File: config.mk
export PLATFORM = sky130hd
export DESIGN_NAME = ansi_color_text_cursor_top
export DESIGN_NICKNAME = d
export VERILOG_FILES = /design/src/hdl/actc_pkg.sv /design/src/hdl/ansi_color_text_cursor_top.sv
export SDC_FILE = /design/constraint.sdc
export NUM_CORES = 1
export LEC_CHECK = 0
export ABC_AREA = 1
export ABC_CLOCK_PERIOD_IN_PS = 9700
export BUFFER_PORTS_ARGS = -buffer_cell sky130_fd_sc_hd__buf_2
export CAP_MARGIN = 20
export CORE_MARGIN = 3
export CORE_UTILIZATION = 28
export DETAILED_ROUTE_END_ITERATION = 8
export GPL_ROUTABILITY_DRIVEN = 0
export HOLD_SLACK_MARGIN = 0.1
export PLACE_DENSITY = 0.46
export SLEW_MARGIN = 15
export SYNTH_ARGS = -nofsm -noshare
export SYNTH_HDL_FRONTEND = slang
export SYNTH_SLANG_ARGS = --single-unit
File: constraint.sdc
create_clock -name clock -period 9.7 [get_ports clock]
set_input_delay 0 -clock clock [delete_from_list [all_inputs] [get_ports clock]]
set_output_delay 0 -clock clock [all_outputs]
set_load 0.01 [all_outputs]
File: src/hdl/actc_pkg.sv
// actc_pkg: types and constants for the ansi color text cursor
// no dependencies; imported by ansi_color_text_cursor_top, actc_checker and tb_top

package actc_pkg;

   localparam int CHAR_W  = 8;
   localparam int POS_W   = 12;
   localparam int COLOR_W = 3;
   localparam int ARG_W   = 8;
   localparam int AIDX_W  = 2;

   typedef logic [CHAR_W-1:0]  char_type;
   typedef logic [POS_W-1:0]   pos_type;
   typedef logic [COLOR_W-1:0] color_type;
   typedef logic [ARG_W-1:0]   arg_type;
   typedef logic [AIDX_W-1:0]  aidx_type;
   typedef logic               csr_index_type;

   // register map
   localparam csr_index_type REG_LINE_WIDTH    = 1'b0;
   localparam csr_index_type REG_SCREEN_HEIGHT = 1'b1;

   localparam pos_type LINE_WIDTH_RST    = 12'd640;
   localparam pos_type SCREEN_HEIGHT_RST = 12'd480;

   // character codes
   localparam char_type CH_ESC     = 8'd27;
   localparam char_type CH_NEWLINE = 8'd10;
   localparam char_type CH_LBRACK  = 8'h5B;
   localparam char_type CH_SEMI    = 8'h3B;
   localparam char_type CH_M       = 8'h6D;
   localparam char_type CH_ZERO    = 8'h30;
   localparam char_type CH_NINE    = 8'h39;
   localparam char_type CH_UP_A    = 8'h41;
   localparam char_type CH_UP_Z    = 8'h5A;
   localparam char_type CH_LO_A    = 8'h61;
   localparam char_type CH_LO_Z    = 8'h7A;

   // sgr argument ranges
   localparam arg_type SGR_FG_LO = 8'd30;
   localparam arg_type SGR_FG_HI = 8'd37;
   localparam arg_type SGR_BG_LO = 8'd40;
   localparam arg_type SGR_BG_HI = 8'd47;

   localparam color_type FORE_RST = 3'd7;
   localparam color_type BACK_RST = 3'd0;

   localparam aidx_type AIDX_MAX = 2'd3;

   typedef struct packed {
      logic      draw;
      char_type  glyph;
      pos_type   pos_x;
      pos_type   pos_y;
      color_type fore_colour;
      color_type back_colour;
      logic      scroll;
   } result_type;

endpackage

File: src/hdl/ansi_color_text_cursor_top.sv
// ansi_color_text_cursor_top: sgr escape parser and text cursor, one result per item
// single result register: an accepted item shows on rsp_* in the cycle after accept;
// one item per cycle unless stalled (parser and cursor update in the accept cycle)
// req_stall is high only while a result waits and rsp_stall is high
// reset: synchronous, clears parser, cursor, colors (white on black) and registers
// depends on actc_pkg

module ansi_color_text_cursor_top
   import actc_pkg::*;
#(
   parameter int CELL_SIZE = 8
) (
   input  logic          clock,
   input  logic          reset,
   input  logic          req_valid,
   output logic          req_stall,
   input  char_type      req_char_code,
   output logic          rsp_valid,
   input  logic          rsp_stall,
   output logic          rsp_draw,
   output char_type      rsp_glyph,
   output pos_type       rsp_pos_x,
   output pos_type       rsp_pos_y,
   output color_type     rsp_fore_colour,
   output color_type     rsp_back_colour,
   output logic          rsp_scroll,
   input  logic          csr_valid,
   output logic          csr_ready,
   input  csr_index_type csr_index,
   input  pos_type       csr_wdata
);

   // two spare bits cover position plus two cells
   localparam int SUM_W = POS_W + 2;
   localparam logic [SUM_W-1:0] CELL = SUM_W'(CELL_SIZE);

   pos_type    line_width_ff, screen_height_ff;
   logic       in_escape_ff, in_escape_in;
   aidx_type   arg_index_ff, arg_index_in;
   arg_type    first_arg_ff, first_arg_in;
   arg_type    second_arg_ff, second_arg_in;
   color_type  fore_ff, fore_in;
   color_type  back_ff, back_in;
   pos_type    cursor_x_ff, cursor_x_in;
   pos_type    cursor_y_ff, cursor_y_in;
   logic       rsp_valid_ff, rsp_valid_in;
   result_type result_ff, result_in;

   logic       accept;
   logic       esc_path;
   logic       is_letter, is_digit;
   aidx_type   base_idx;
   arg_type    base_first, base_second;
   logic [3:0] digit;
   logic [SUM_W-1:0] nx, ny, ny_step;
   logic       wrap, scroll_req;

   assign req_stall = rsp_valid_ff && rsp_stall;
   assign accept    = req_valid && !req_stall;
   assign csr_ready = 1'b1;

   assign esc_path  = (req_char_code == CH_ESC) || in_escape_ff;
   assign is_letter = (req_char_code >= CH_UP_A && req_char_code <= CH_UP_Z) ||
                      (req_char_code >= CH_LO_A && req_char_code <= CH_LO_Z);
   assign is_digit  = (req_char_code >= CH_ZERO) && (req_char_code <= CH_NINE);
   assign digit     = 4'(req_char_code - CH_ZERO);

   // opening an escape starts with cleared arguments
   assign base_idx    = in_escape_ff ? arg_index_ff  : '0;
   assign base_first  = in_escape_ff ? first_arg_ff  : '0;
   assign base_second = in_escape_ff ? second_arg_ff : '0;

   // cursor advance
   assign nx      = SUM_W'(cursor_x_ff) + CELL;
   assign wrap    = (nx >= SUM_W'(line_width_ff)) || (req_char_code == CH_NEWLINE);
   assign ny      = wrap ? SUM_W'(cursor_y_ff) + CELL : SUM_W'(cursor_y_ff);
   assign ny_step = ny + CELL;
   assign scroll_req = ny_step >= SUM_W'(screen_height_ff);

   always_comb begin
      in_escape_in  = in_escape_ff;
      arg_index_in  = arg_index_ff;
      first_arg_in  = first_arg_ff;
      second_arg_in = second_arg_ff;
      fore_in       = fore_ff;
      back_in       = back_ff;
      cursor_x_in   = cursor_x_ff;
      cursor_y_in   = cursor_y_ff;
      result_in     = '0;
      if (esc_path) begin
         in_escape_in  = 1'b1;
         arg_index_in  = base_idx;
         first_arg_in  = base_first;
         second_arg_in = base_second;
         if (is_letter) begin
            in_escape_in = 1'b0;
            if (req_char_code == CH_M) begin
               if (base_idx == '0 && base_first == '0) begin
                  fore_in = FORE_RST;
                  back_in = BACK_RST;
               end else if (base_idx == 2'd1) begin
                  if (base_second >= SGR_FG_LO && base_second <= SGR_FG_HI)
                     fore_in = COLOR_W'(base_second - SGR_FG_LO);
                  if (base_second >= SGR_BG_LO && base_second <= SGR_BG_HI)
                     back_in = COLOR_W'(base_second - SGR_BG_LO);
               end
            end
         end else if (req_char_code == CH_SEMI) begin
            if (base_idx != AIDX_MAX)
               arg_index_in = base_idx + 2'd1;
         end else if (is_digit) begin
            // arg * 10 + digit, wrapping at 8 bits
            if (base_idx == 2'd0)
               first_arg_in = (base_first << 3) + (base_first << 1) + ARG_W'(digit);
            else if (base_idx == 2'd1)
               second_arg_in = (base_second << 3) + (base_second << 1) + ARG_W'(digit);
         end
      end else begin
         result_in.draw        = 1'b1;
         result_in.glyph       = req_char_code;
         result_in.pos_x       = cursor_x_ff;
         result_in.pos_y       = cursor_y_ff;
         result_in.fore_colour = fore_ff;
         result_in.back_colour = back_ff;
         result_in.scroll      = scroll_req;
         cursor_x_in = wrap ? '0 : POS_W'(nx);
         if (scroll_req)
            cursor_y_in = (ny >= CELL) ? POS_W'(ny - CELL) : '0;
         else
            cursor_y_in = POS_W'(ny);
      end
   end

   always_comb begin
      rsp_valid_in = rsp_valid_ff;
      if (accept)
         rsp_valid_in = 1'b1;
      else if (!rsp_stall)
         rsp_valid_in = 1'b0;
   end

   always_ff @(posedge clock) begin
      if (reset) begin
         line_width_ff    <= LINE_WIDTH_RST;
         screen_height_ff <= SCREEN_HEIGHT_RST;
         in_escape_ff     <= 1'b0;
         arg_index_ff     <= '0;
         first_arg_ff     <= '0;
         second_arg_ff    <= '0;
         fore_ff          <= FORE_RST;
         back_ff          <= BACK_RST;
         cursor_x_ff      <= '0;
         cursor_y_ff      <= '0;
         rsp_valid_ff     <= 1'b0;
      end else begin
         rsp_valid_ff <= rsp_valid_in;
         if (csr_valid) begin
            case (csr_index)
               REG_LINE_WIDTH:    line_width_ff    <= csr_wdata;
               REG_SCREEN_HEIGHT: screen_height_ff <= csr_wdata;
               default: ;
            endcase
         end
         if (accept) begin
            in_escape_ff  <= in_escape_in;
            arg_index_ff  <= arg_index_in;
            first_arg_ff  <= first_arg_in;
            second_arg_ff <= second_arg_in;
            fore_ff       <= fore_in;
            back_ff       <= back_in;
            cursor_x_ff   <= cursor_x_in;
            cursor_y_ff   <= cursor_y_in;
         end
      end
   end

   // result payload, no reset needed
   always_ff @(posedge clock) begin
      if (accept)
         result_ff <= result_in;
   end

   assign rsp_valid       = rsp_valid_ff;
   assign rsp_draw        = result_ff.draw;
   assign rsp_glyph       = result_ff.glyph;
   assign rsp_pos_x       = result_ff.pos_x;
   assign rsp_pos_y       = result_ff.pos_y;
   assign rsp_fore_colour = result_ff.fore_colour;
   assign rsp_back_colour = result_ff.back_colour;
   assign rsp_scroll      = result_ff.scroll;

endmodule

==> report_table.html <==
<table>
<tr><th>Metric</th><th>Value</th></tr>
<tr><th colspan="2">Finish</th></tr>
<tr><td>Share of post-route cells with drive strength above 1</td><td>roughly an eighth</td></tr>
<tr><td>Final instance count without filler cells</td><td>1,209</td></tr>
<tr><td>Area growth from synthesis to layout</td><td>18.25%</td></tr>
<tr><td>Final Net Count</td><td>approximately 1,000</td></tr>
<tr><td>Diodes inserted</td><td>0</td></tr>
<tr><td>Util after Layout</td><td>between 30 and 40%</td></tr>
<tr><td>Combined area of the multi-input logic cells</td><td>between 0.003 and 0.004 mm²</td></tr>
<tr><td>Seq. cell area</td><td>roughly 0.0024 mm²</td></tr>
<tr><td>Number of fill cells in the layout</td><td>~2,400</td></tr>
<tr><th colspan="2">Power</th></tr>
<tr><td>Leakage dissipation</td><td>roughly 3.6 nW</td></tr>
<tr><td>Total design power</td><td>approximately 1000 µW</td></tr>
<tr><td>Power density relative to cell area</td><td>roughly 130 mW/mm²</td></tr>
<tr><td>Worst VDD drop</td><td>0.06413 mV</td></tr>
<tr><th colspan="2">Setup path</th></tr>
<tr><td>Arrival @ worst endpoint</td><td>5620 ps</td></tr>
<tr><td>Minimum setup slack among reg-to-reg paths</td><td>4300 ps</td></tr>
<tr><td>Peak fanout along the critical path</td><td>12</td></tr>
<tr><td>Critical Path Max Stage Delay</td><td>~700 ps</td></tr>
<tr><td>Startpoint class of the critical path</td><td>register</td></tr>
<tr><td>Most used cell along the critical path</td><td>sky130_fd_sc_hd__nand2_1</td></tr>
<tr><td>Depth of the worst register-to-register path</td><td>31</td></tr>
<tr><td>Cell family contributing the most delay on the critical path</td><td>simple AND/OR/NAND/NOR gates</td></tr>
<tr><td>Setup Crit Path Kind</td><td>reg2reg</td></tr>
<tr><td>Worst reg2reg startpoint</td><td>cursor_x_ff[3]</td></tr>
<tr><td>RR Endpoint</td><td>cursor_y_ff[7]</td></tr>
<tr><td>Critical path destination</td><td>cursor_y_ff[7]</td></tr>
<tr><td>Worst EP required</td><td>9920 ps</td></tr>
<tr><td>Crit path buffers/inverters</td><td>4</td></tr>
<tr><td>Element type at the critical path end</td><td>register</td></tr>
<tr><td>Total number of cells along the worst setup path</td><td>31</td></tr>
<tr><td>Slowest-stage cell, CP</td><td>sky130_fd_sc_hd__a31oi_1</td></tr>
<tr><td>Crit path from</td><td>cursor_x_ff[3]</td></tr>
<tr><th colspan="2">Synth</th></tr>
<tr><td>Cell count after synthesis</td><td>843</td></tr>
<tr><td>Post-synth top area cell</td><td>sky130_fd_sc_hd__dfxtp_1</td></tr>
<tr><td>Yosys top cell area share</td><td>a little over a fifth</td></tr>
<tr><td>Seq cells post-synth</td><td>~100</td></tr>
<tr><td>Synth Warn #</td><td>0</td></tr>
<tr><td>Unique cell type count in the Yosys netlist</td><td>42</td></tr>
<tr><td>Cell types with the largest area share after synthesis</td><td>sky130_fd_sc_hd__dfxtp_1, sky130_fd_sc_hd__edfxtp_1, sky130_fd_sc_hd__nand2_1</td></tr>
<tr><td>Synthesized area divided by synthesized cell count</td><td>around 7.5 µm²</td></tr>
<tr><td>Sequential share of the synthesized area</td><td>approximately 38%</td></tr>
<tr><td>Synthesized cell area</td><td>0.006307 mm²</td></tr>
<tr><th colspan="2">Floorplanning</th></tr>
<tr><td>I/O pin total</td><td>69</td></tr>
<tr><td>Floorplan Core Area</td><td>between 0.02 and 0.025 mm²</td></tr>
<tr><td>Height of the die</td><td>roughly 160 µm</td></tr>
<tr><td>X dimension of the die</td><td>about 160 µm</td></tr>
<tr><td>Std-Cell Rows</td><td>54</td></tr>
<tr><td>Starting density of the core</td><td>between 20% and 30%</td></tr>
<tr><td>Die Outline Area</td><td>around 0.024 mm²</td></tr>
<tr><th colspan="2">Global route</th></tr>
<tr><td>Global-route wire length before repair</td><td>about 26,000 µm</td></tr>
<tr><td>Vias in the first global route</td><td>between 5,000 and 6,000</td></tr>
<tr><td>Initial antenna violation count</td><td>0</td></tr>
<tr><td>Overflow left after global routing</td><td>0</td></tr>
<tr><td>Global-route total usage across every layer</td><td>a little over an eighth</td></tr>
<tr><td>Maximum number of pins on one net before global-route repair</td><td>36</td></tr>
<tr><th colspan="2">Outcome</th></tr>
<tr><td>Status</td><td>finished, final reports clean</td></tr>
<tr><th colspan="2">Clock tree</th></tr>
<tr><td>Worst-Skew Late Latency</td><td>360 ps</td></tr>
<tr><td>Cts bufs inserted</td><td>9</td></tr>
<tr><td>PostCTS Resize Cnt</td><td>0</td></tr>
<tr><td>Clock sink count</td><td>around 100</td></tr>
<tr><td>Post-cts hold buffer count</td><td>26</td></tr>
<tr><td>Buffer cell driving the clock tree root</td><td>sky130_fd_sc_hd__clkbuf_16</td></tr>
<tr><td>Clock edge transition at the registers on the reported setup and hold paths</td><td>roughly 80 ps</td></tr>
<tr><td>Clock tree from TritonCTS</td><td>done</td></tr>
<tr><td>Buffers inserted by post-CTS timing repair</td><td>0</td></tr>
<tr><td>Maximum buffer depth of the clock tree</td><td>2</td></tr>
<tr><td>H-tree levels</td><td>3</td></tr>
<tr><th colspan="2">Route</th></tr>
<tr><td>Antenna Nets Post-Route</td><td>0</td></tr>
<tr><td>DR iter-0 viols</td><td>between 200 and 300</td></tr>
<tr><td>Via count</td><td>5,417</td></tr>
<tr><td>Count of unresolved DRC violations after routing</td><td>0</td></tr>
<tr><td>Wirelength, routed</td><td>around 16,000 µm</td></tr>
<tr><td>Average routed wire per standard cell</td><td>approximately 13 µm</td></tr>
<tr><td>Total iterations of the first detailed-routing run</td><td>5</td></tr>
<tr><td>Per-cell via count in the routed design</td><td>4.481</td></tr>
<tr><th colspan="2">Flow run</th></tr>
<tr><td>MaxCap Viol Count</td><td>0</td></tr>
<tr><th colspan="2">Timing</th></tr>
<tr><td>Setup repair after global routing missed its margin</td><td>no</td></tr>
<tr><td>Smallest hold slack</td><td>roughly 120 ps</td></tr>
<tr><td>Final min period</td><td>between 5000 and 6000 ps</td></tr>
<tr><td>Final hold violations</td><td>0</td></tr>
<tr><td>Final count of pins violating max slew</td><td>0</td></tr>
<tr><td>Setup Viol. Count Final</td><td>0</td></tr>
<tr><td>Final clock skew</td><td>~9.1 ps</td></tr>
<tr><td>Least-Margin Pin Slew</td><td>around 1000 ps</td></tr>
<tr><td>Max-slew headroom</td><td>33.26%</td></tr>
<tr><td>Achievable clock frequency</td><td>~190 MHz</td></tr>
<tr><td>Final critical-path share of the clock period</td><td>55.68%</td></tr>
<tr><td>Sum of negative setup slack</td><td>0 ps</td></tr>
<tr><th colspan="2">Placed design</th></tr>
<tr><td>DP HPWL</td><td>11,710 µm</td></tr>
<tr><td>Number of I/O port buffers</td><td>61</td></tr>
<tr><td>Number of placed instances with taps included</td><td>roughly 1,200</td></tr>
<tr><th colspan="2">Min path</th></tr>
<tr><td>Kind of path behind the tightest hold check</td><td>in2reg</td></tr>
</table>
routing by layer:
layer	GRT usage (%)	vias up	share of wire, %	routed length (µm)
met5	0	-	0	0
met4	3.659	0	1.3	196
met3	1.720	11	3.2	495
met2	18.68	77	39	6117
met1	20.50	2432	57	8856
li1	-	2897	-	-
registers in the layout (all words and copies together) (netlist names), 2 cells and up:
register          count
rsp_fore_colour       3
cursor_y_ff           9
second_arg_ff         8
rsp_back_colour       3
screen_height_ff     12
back_ff               3
rsp_pos_x             9
rsp_glyph             8
line_width_ff        12
arg_index_ff          2
cursor_x_ff           9
fore_ff               3
rsp_pos_y             9
first_arg_ff          8
cell usage after synthesis, drive strengths merged:
cell     count
dfxtp       68
o211ai      12
xnor2        4
nor2       100
clkinv       1
xor2        22
conb         2
o21a         2
clkbuf      16
or2          2
a2111oi      1
nor3        11
nand3b       1
and2         1
ha          43
o2111ai      1
inv        131
buf         11
edfxtp      34
nand4       11
o21bai       1
a31oi        6
a21o         1
nand3       47
a21oi       73
a221oi       1
nand2      179
a211oi       5
fa           4
nor4         1
o21ai       51
layout by cell type (no fill, tap or decap), types with 12 or more instances in the layout:
master	n
sky130_fd_sc_hd__nand2_1	167
sky130_fd_sc_hd__inv_1	128
sky130_fd_sc_hd__nor2_1	90
sky130_fd_sc_hd__dfxtp_1	68
sky130_fd_sc_hd__a21oi_1	67
sky130_fd_sc_hd__buf_2	61
sky130_fd_sc_hd__o21ai_0	51
sky130_fd_sc_hd__ha_1	43
sky130_fd_sc_hd__nand3_1	40
sky130_fd_sc_hd__edfxtp_1	34
sky130_fd_sc_hd__dlygate4sd3_1	26
sky130_fd_sc_hd__xor2_1	22
sky130_fd_sc_hd__o211ai_1	12
how the worst min path moves through the flow:
stage                     start                to  slack, ps  cells past startpoint
2_1_floorplan         rsp_stall         req_stall        130                      2
3_3_place_gp       csr_wdata[1]  line_width_ff[1]        240                      3
3_5_place_dp       csr_wdata[1]  line_width_ff[1]        250                      3
4_1_cts        req_char_code[3]      rsp_glyph[3]        110                      3
5_1_grt        req_char_code[3]      rsp_glyph[3]        140                      3
6_report       req_char_code[2]      rsp_glyph[2]        120                      3
report_power, final:
group	switching [mW]	internal, mW	total (mW)
Combinational	0.0924	0.0520	0.144
Sequential	0.00642	0.458	0.464
Clock	0.184	0.184	0.368
tightest hold or removal path, cell delays in order:
cell and delay, ps:
sky130_fd_sc_hd__buf_2 160, sky130_fd_sc_hd__inv_1 100, sky130_fd_sc_hd__nor2_1 100
cells by family (layout without fill, tap and decap cells):
kind of cell,count (synthesis),count (layout),share of synthesized area [%]
other cells,2,7,0.1191
compound gates,154,154,13.71
buf+inv,159,240,9.998
flops,102,102,37.77
fa+ha+maj,47,47,9.800
xor+xnor,26,26,3.610
simple gates,353,353,25.00
through the flow:
stage | setup WS [ps] | area [µm²]
final | 4299 | 7458
after global routing | 3672 | 7458
after CTS | 4264 | 7443
after detailed placement | 4291 | 6884
after global placement | 4446 | 6884
after floorplan | 5138 | 6326
area by class of cell:
| cell class | count | area share, % |
|---|---|---|
| Clock buffer | 9 | 3.020 |
| Tap cell | 280 | 4.697 |
| Clock inverter | 7 | 0.9898 |
| Multi-Input combinational cell | 587 | 44.52 |
| Timing Repair Buffer | 92 | 8.187 |
| Inverter | 132 | 6.643 |
| Sequential cell | 102 | 31.94 |
No activity file was read; power rests on OpenSTA's default activity.
